`src/hop_pkg.sv`:
```
`timescale 1ns / 1ps
// ----------------------------------------------------------------------------
// hop_pkg
// Shared types and constants of the Hopfield associative memory.
// ----------------------------------------------------------------------------
package hop_pkg;

    localparam int CFG_W  = 7;   // neuron_count register width
    localparam int ITER_W = 32;  // iteration counter width

    // per-cycle command broadcast along the cell row
    typedef struct packed {
        logic rd;       // read weight row
        logic wr;       // write weight row
        logic clr;      // write zero
        logic row_bit;  // pattern bit of the addressed row
    } t_cell_ctl;

endpackage

```
`src/hop_ram.sv`:
```
`timescale 1ns / 1ps
// ----------------------------------------------------------------------------
// hop_ram
// Generic single-write, single-read RAM with registered read data.
// ----------------------------------------------------------------------------
module hop_ram #(
    parameter int WIDTH = 9,
    parameter int DEPTH = 64
) (
    input  logic                     i_clk,
    input  logic                     i_we,
    input  logic [$clog2(DEPTH)-1:0] i_waddr,
    input  logic [WIDTH-1:0]         i_wdata,
    input  logic                     i_re,
    input  logic [$clog2(DEPTH)-1:0] i_raddr,
    output logic [WIDTH-1:0]         o_rdata
);
    logic [WIDTH-1:0] r_mem [DEPTH];
    logic [WIDTH-1:0] r_rdata;

    always_ff @(posedge i_clk) begin
        if (i_we) begin
            r_mem[i_waddr] <= i_wdata;
        end
        if (i_re) begin
            r_rdata <= r_mem[i_raddr];
        end
    end

    assign o_rdata = r_rdata;
endmodule

```
`src/hop_cell.sv`:
```
`timescale 1ns / 1ps
// ----------------------------------------------------------------------------
// hop_cell
// One neuron column: holds its weight column, trains it, and adds its
// weighted term to the partial sum passed down the row.
// ----------------------------------------------------------------------------
module hop_cell #(
    parameter int WEIGHT_BITS = 9,
    parameter int MAX_NEURONS = 64,
    parameter int INDEX       = 0,
    parameter int SUM_W       = 16
) (
    input  logic                           i_clk,
    input  hop_pkg::t_cell_ctl             i_ctl,
    input  logic [$clog2(MAX_NEURONS)-1:0] i_row,
    input  logic                           i_active,
    input  logic                           i_pat_bit,
    input  logic                           i_state_bit,
    input  logic signed [SUM_W-1:0]        i_sum,
    output logic signed [SUM_W-1:0]        o_sum
);
    import hop_pkg::*;

    localparam int AW = $clog2(MAX_NEURONS);
    localparam logic signed [WEIGHT_BITS:0] W_MAX = (WEIGHT_BITS+1)'((1 << (WEIGHT_BITS-1)) - 1);
    localparam logic signed [WEIGHT_BITS:0] W_MIN = -(WEIGHT_BITS+1)'(1 << (WEIGHT_BITS-1));

    logic signed [WEIGHT_BITS-1:0] w_rd;
    logic signed [WEIGHT_BITS-1:0] w_wr;
    logic signed [WEIGHT_BITS:0]   w_ext;
    logic signed [SUM_W-1:0]       w_term;
    logic                          w_diag;
    logic                          w_we;
    logic signed [SUM_W-1:0]       r_sum;

    hop_ram #(.WIDTH(WEIGHT_BITS), .DEPTH(MAX_NEURONS)) u_ram (
        .i_clk   (i_clk),
        .i_we    (w_we),
        .i_waddr (i_row),
        .i_wdata (w_wr),
        .i_re    (i_ctl.rd),
        .i_raddr (i_row),
        .o_rdata (w_rd)
    );

    assign w_diag = (i_row == AW'(INDEX));

    // Hebbian step: +1 when row and column agree, -1 otherwise, saturate; clr writes zero
    always_comb begin
        if (i_ctl.row_bit == i_pat_bit) begin
            w_ext = {w_rd[WEIGHT_BITS-1], w_rd} + (WEIGHT_BITS+1)'(1);
        end else begin
            w_ext = {w_rd[WEIGHT_BITS-1], w_rd} - (WEIGHT_BITS+1)'(1);
        end
        if (i_ctl.clr) begin
            w_wr = '0;
        end else if (w_ext > W_MAX) begin
            w_wr = W_MAX[WEIGHT_BITS-1:0];
        end else if (w_ext < W_MIN) begin
            w_wr = W_MIN[WEIGHT_BITS-1:0];
        end else begin
            w_wr = w_ext[WEIGHT_BITS-1:0];
        end
    end

    assign w_we = i_ctl.wr && (i_ctl.clr || (i_active && !w_diag));

    always_comb begin
        if (!i_active) begin
            w_term = '0;
        end else if (i_state_bit) begin
            w_term = SUM_W'(w_rd);
        end else begin
            w_term = -SUM_W'(w_rd);
        end
    end

    // advance the partial sum one cell per cycle
    always_ff @(posedge i_clk) begin
        r_sum <= i_sum + w_term;
    end

    assign o_sum = r_sum;
endmodule

```
`config.mk`:
```
export PLATFORM = sky130hd
export DESIGN_NAME = hop_cell
export DESIGN_NICKNAME = d
export VERILOG_FILES = /design/src/hop_pkg.sv /design/src/hop_ram.sv /design/src/hop_cell.sv
export SDC_FILE = /design/constraint.sdc
export NUM_CORES = 1
export LEC_CHECK = 0
export BUFFER_PORTS_ARGS = -buffer_cell sky130_fd_sc_hd__buf_2
export CORE_MARGIN = 2
export CORE_UTILIZATION = 53
export DETAILED_ROUTE_END_ITERATION = 8
export PLACE_DENSITY = 0.69
export SETUP_SLACK_MARGIN = 0.2
export SLEW_MARGIN = 20
export SYNTH_ARGS = -nofsm -noshare
export SYNTH_HDL_FRONTEND = slang
export SYNTH_SLANG_ARGS = --single-unit
```
`constraint.sdc`:
```
create_clock -name i_clk -period 6.41 [get_ports i_clk]
set_input_delay 0.641 -clock i_clk [delete_from_list [all_inputs] [get_ports i_clk]]
set_output_delay 0.641 -clock i_clk [all_outputs]
set_load 0.03 [all_outputs]
```
# Yosys cells after proc, flatten, opt, wreduce, memory -nomap -nowiden
# Memories as Yosys holds them, arrays and structs flattened. A register that Yosys moved wholly into a read port is not among the register bits.
# Index checks and enable logic that the tools add are counted.
dict set report op_classes {
  n_addsub 4
  n_lt_le_gt_ge 2
  eq_ne 1
  muxes 8
  reduce_logical 5
}
# op n
set ops {}
lappend ops {{$mux W16} 2}
lappend ops {{$mux W9} 3}
lappend ops {{$add A16 B16 Y16} 1}
lappend ops {{$neg A9 Y16} 1}
lappend ops {{$add A9 B2 Y10 const B} 1}
lappend ops {{$gt A10 B9 Y1 const B} 1}
lappend ops {{$lt A10 B9 Y1 const B} 1}
lappend ops {{$mux W10} 1}
lappend ops {{$sub A9 B2 Y10 const B} 1}
lappend ops {{$logic_not A6 Y1} 1}
lappend ops {{$logic_and A1 B1 Y1} 2}
lappend ops {{$mux W1} 2}
lappend ops {{$eq A1 B1 Y1} 1}
lappend ops {{$logic_not A1 Y1} 1}
lappend ops {{$logic_or A1 B1 Y1} 1}
dict set report totals {
  register_bits 16
  mem_bits_rw 576
  in_bits 30
  out_inout_bits 16
  elab_cells 22
  memories 1
}
# name depth width rd rd_ports_with_merged_regs write_ports line_no
set memory_table {}
lappend memory_table {u_ram.r_mem 64 9 1 1 1 hop_ram.sv:18} ;# logic [WIDTH-1:0] r_mem [DEPTH];

# Logic depth before layout (Yosys ltp)
dict set report logic_depth {
  depth_word 7
  ltp_mapped 14
  mapped_depth_nobuf 14
}

# By module
# From an unflattened synthesis, not the netlist that was laid out.
dict set report hier_totals {
  cells_unflattened 1261
  area_unflattened_um2 24596.1
}
# module instances cells_per_inst area_each_um2 seq_area_each_um2
set modules_own_cells {}
lappend modules_own_cells {hop_ram 1 1020 22684.3 17566.8}
lappend modules_own_cells {hop_cell 1 241 1911.8 320.3}

# Least setup slack after synthesis
# OpenSTA, ideal clock, no wires.
dict set report synth_path {
  kind {input to register}
  start {input port i_pat_bit}
  end {memory u_ram.r_mem[0][7] (data pin)}
  setup_time_ns 0.702
  t_arrival_ns 5.243
  t_required_ns 5.708
  path_slack_ns 0.466
  path_stages 10
  n_path_buf 1
  path_cell_list {xor2_1 -> inv_1 -> fa_1 -> nor2b_1 -> o2111ai_1 -> a311oi_1 -> nor2_1 -> a311o_1 -> buf_2 -> o21ai_0}
}
dict set report synth_between {
  elab_chain_len 6
  elab_cells_between_ends 7
  cone_classes {order compare (2); eq/ne (1); mux (4)}
}
# element line_no
set synth_rtl {}
lappend synth_rtl {{from (decl)} hop_cell.sv:17} ;# input logic i_pat_bit,
lappend synth_rtl {{$eq A1 B1 Y1 (*)} hop_cell.sv:50} ;# if (i_ctl.row_bit == i_pat_bit) begin
lappend synth_rtl {{$mux W10 (*)} hop_cell.sv:50}
lappend synth_rtl {{$lt A10 B9 Y1} hop_cell.sv:59} ;# end else if (w_ext < W_MIN) begin
lappend synth_rtl {{$mux W9} hop_cell.sv:59}
lappend synth_rtl {{$mux W9 (*)} hop_cell.sv:57} ;# end else if (w_ext > W_MAX) begin
lappend synth_rtl {{$mux W9 (*)} hop_cell.sv:55} ;# if (i_ctl.clr) begin
lappend synth_rtl {{via u_ram.i_wdata[7]} hop_ram.sv:13} ;# input logic [WIDTH-1:0] i_wdata,
lappend synth_rtl {{to (decl)} hop_ram.sv:18}
# The timed path passes the listed nets; every way through them passes the cells marked *.

# Worst setup path in the final report
dict set report layout_path {
  start {input port i_pat_bit}
  end {memory u_ram.r_mem[5][2] (data pin)}
}
# The elaborated chain is that of the path after synthesis.

==> metrics.md <==
| Metric | Value |
|---|---|
| Hold Crit Class | input pin to flop |
| Pwr/cell area | between 300 and 400 nW/µm² |
| Max-cap violations | 0 |
| Util after Layout | 0.591 |
| Sw Share | 0.251 |
| Main flop type after synthesis | edfxtp_1 |
| Synth area leaders | edfxtp_1 71%, mux4_2 5.5%, mux2i_1 2.3% |
| VDD IR-drop max | 239 µV |
| 1st-pass router iterations | 6 |
| Number of library cell types mapped by synthesis | 64 |
| Final setup fails | 0 |
| Max-slew headroom | 0.211 |
| Hold path start | i_sum[0] |
| Mean post-synth cell area | roughly 17 µm² |
| CTS tree | done |
| Post-CTS setup buffer count | 0 |
| Int Pwr | around 7 mW |
| Synth Instances | 1472 |
| Max stage delay on crit path | 760 ps |
| Status | complete, no violations |
| Layout area overhead | 10.7% |
| Most area-hungry cell type in the Yosys netlist | edfxtp_1 |
| Least-Margin Pin Slew | between 1000 and 1500 ps |
| Final Non-Filler Cells | around 2200 |
| Vias per Instance | roughly 6.5 |
| Slew Viols, Final | 0 |
| Gate power share | 0.127 |
| Final period util | 0.677 |
| CP Capture Type | flop |
| Post-synth ARST share | 0 |
| Post-synthesis compound-gate area fraction | 0.0878 |
| Initial antenna violation count | 0 |
| Global-route wire length before repair | 88600 µm |
| Hold Violations, Final | 0 |
| Placed cells | between 2000 and 2500 |
| Sum of negative setup slack | 0 ps |
| Net Switching | 2.33 mW |
| Fmax | about 230 MHz |
| Core Region | between 40000 and 50000 µm² |
| Crit path from | i_pat_bit |
| Layout Skew | around 15 ps |
| TritonCTS Sinks | about 600 |
| CTS Buf Count | 58 |
| Die area | just under 50000 µm² |
| Synth warnings | 0 |
| Post-synth EDFFs | approximately 590 |
| Post-Syn Area | 24700 µm² |
| Synth Area in Adders | 0.0143 |
| Yosys top cell area share | 0.712 |
| Setup slack after layout | approximately 2100 ps |
| Crit path cell chain | buf_2, xor2_1, inv_1, fa_1, nor2b_1, o2111ai_1, a311oi_1, nor2_1, a311o_1, nor3_1, or3_2, buf_4 |
| Post-DP HPWL | approximately 35000 µm |
| Placement Setup Slack | roughly 1400 ps |
| Share of cells above drive strength 1 | 0.175 |
| Pleak | 9.01 nW |
| Iter 0 DRT Violations | between 1500 and 2000 |
| Die width | about 220 µm |
| CTS Hold Bufs | 0 |
| Hold slack | roughly 250 ps |
| Post-synthesis sequential area ratio | 0.725 |
| GRT Residual Overflow | 0 |
| Die height | 220 µm |
| Htree depth | 2 |
| Total GRT Usage | 0.253 |
| Max Buffers Root-to-Sink | 3 |
| WP data required | about 6800 ps |
| Routed len/inst | about 28 µm |
| Largest net degree at the start of global routing | 83 |
| Diode count | 0 |
| Clock Power Share | 0.357 |
| RePlAce Congestion | around 0.9 |
| Critical Path Stages | 12 |
| Worst-Skew Late Latency | around 630 ps |
| Worst Reg2Reg Path Length in Cells | 10 |
| CTS clock-pin slew for the worst setup and hold paths | 60 ps |
| IO Count | 46 |
| Mux cell area share after synthesis | 0.0958 |
| Critical Path Fanout Max | between 40 and 50 |
| Post-route ant nets | 0 |
| Via count | approximately 14000 |
| Critical Path AT | roughly 4800 ps |
| Flop pwr share | 0.516 |
| Effective utilization at floorplan | 0.534 |
| Clk root buf | clkbuf_16 |
| Crit path buf inv count | 3 |
| Row count | just under 80 |
| Reg2Reg Launch Point | u_ram.o_rdata[0]$_DFFE_PP_ |
| Post-cts resize count | 0 |
| Synth Area in XOR/XNOR | 0.00887 |
| Post-Synth Simple-Gate Area | 0.0450 |
| Fin nets | approximately 1600 |
| PortBufs | 45 |
| Final wirelength | 60400 µm |
| Synthesized flop and latch total | around 600 |
| Final instance area | approximately 27000 µm² |
| Final min period | between 4000 and 5000 ps |
| Unrepaired setup endpoints after global routing | no |
| Crit start category | input pin |
| Post-place instance area | around 25000 µm² |
| Vias in the first global route | between 10000 and 15000 |
| Syn Nets | roughly 1500 |
| Critical path's top delay family | simple AND/OR/NAND/NOR gates |
| # DRC | 0 |
| Kind of critical path | input pin to flop |
| Hold-critical path depth | 2 |
| Slowest cell on crit path | or3_2 |
| Power Total | a little over 9 mW |
| Main combinational cell family by area after synthesis | multiplexers |
[synth_stat cells (15+ instances only)]
cell type,count
dfxtp_1,16
nor3_1,15
buf_4,16
xnor2_1,16
mux2i_1,57
clkbuf_1,32
inv_1,18
edfxtp_1,585
a221oi_1,44
mux2_2,29
o21ai_0,22
nor2_1,145
nand2_1,23
mux4_2,60
a22o_1,17
a22oi_1,42
buf_2,26
o22ai_1,35
a21oi_1,85
ha_1,25
[flip-flops by register name, indices dropped and copies added, names as in the netlist]
signal and flops:
o_sum 16, u_ram.o_rdata 9, u_ram.r_mem 576
[metal layers]
layer | share of wire | GRT usage | routed length (µm) | vias up
met5 | 0 | 0 | 0 | -
met4 | 0.034 | 0.105 | 2080 | 0
met1 | 0.40 | 0.349 | 24000 | 7089
met3 | 0.098 | 0.0565 | 5920 | 122
met2 | 0.47 | 0.391 | 28300 | 799
li1 | - | - | - | 5994
[power groups by stage]
stage,Clock [mW],Sequential [mW],Combinational [mW]
global placement,0,4.86,1.10
detailed placement,0,4.86,1.15
finish,3.31,4.78,1.18
floorplan,0,4.93,0.635
CTS,3.34,4.78,1.15
global route,3.47,4.78,1.26
[layout by cell type, fill, tap and decap left out, types with 10 or more instances in the layout]
master,instances
clkinv_1,14
a22oi_1,42
a21oi_1,85
nor2_1,143
nand3_1,10
a221oi_1,44
edfxtp_1,585
nor3_1,14
o21ai_0,21
nand2_1,23
and2_1,11
ha_1,25
dfxtp_1,16
clkbuf_16,59
inv_1,18
mux4_2,60
o22ai_1,34
a22o_1,17
xnor2_1,16
buf_4,26
mux2i_1,57
buf_2,42
mux2_2,29
clkbuf_1,10
[cells by family after synthesis]
family,count (synthesis)
AOI/OAI and AO/OA,312
buffers and inverters,107
and+or+nand+nor,246
DFF,601
xor gates and xnor gates,25
adders and majority gates,27
muxes,154
[final timing paths]
check | endpoint | slack [ps]
setup / recovery | u_ram.r_mem[5][2]$_DFFE_PP_ | 2070
hold / removal | o_sum[0]$_DFF_P_ | 250
setup reg to reg | u_ram.r_mem[5][2]$_DFFE_PP_ | 2270
hold reg to reg | o_sum[0]$_DFF_P_ | 840
[cell type report]
cell class | count | area [µm²]
clock buffers | 69 | 1510
clock inverters | 33 | 304
fillers | 3396 | 18900
inverters | 19 | 71.3
multi-input cells | 764 | 6280
flip-flops and latches | 601 | 17900
well taps | 607 | 759
repair buffers | 74 | 514
Note: power is estimated with default switching activity, not from simulation.
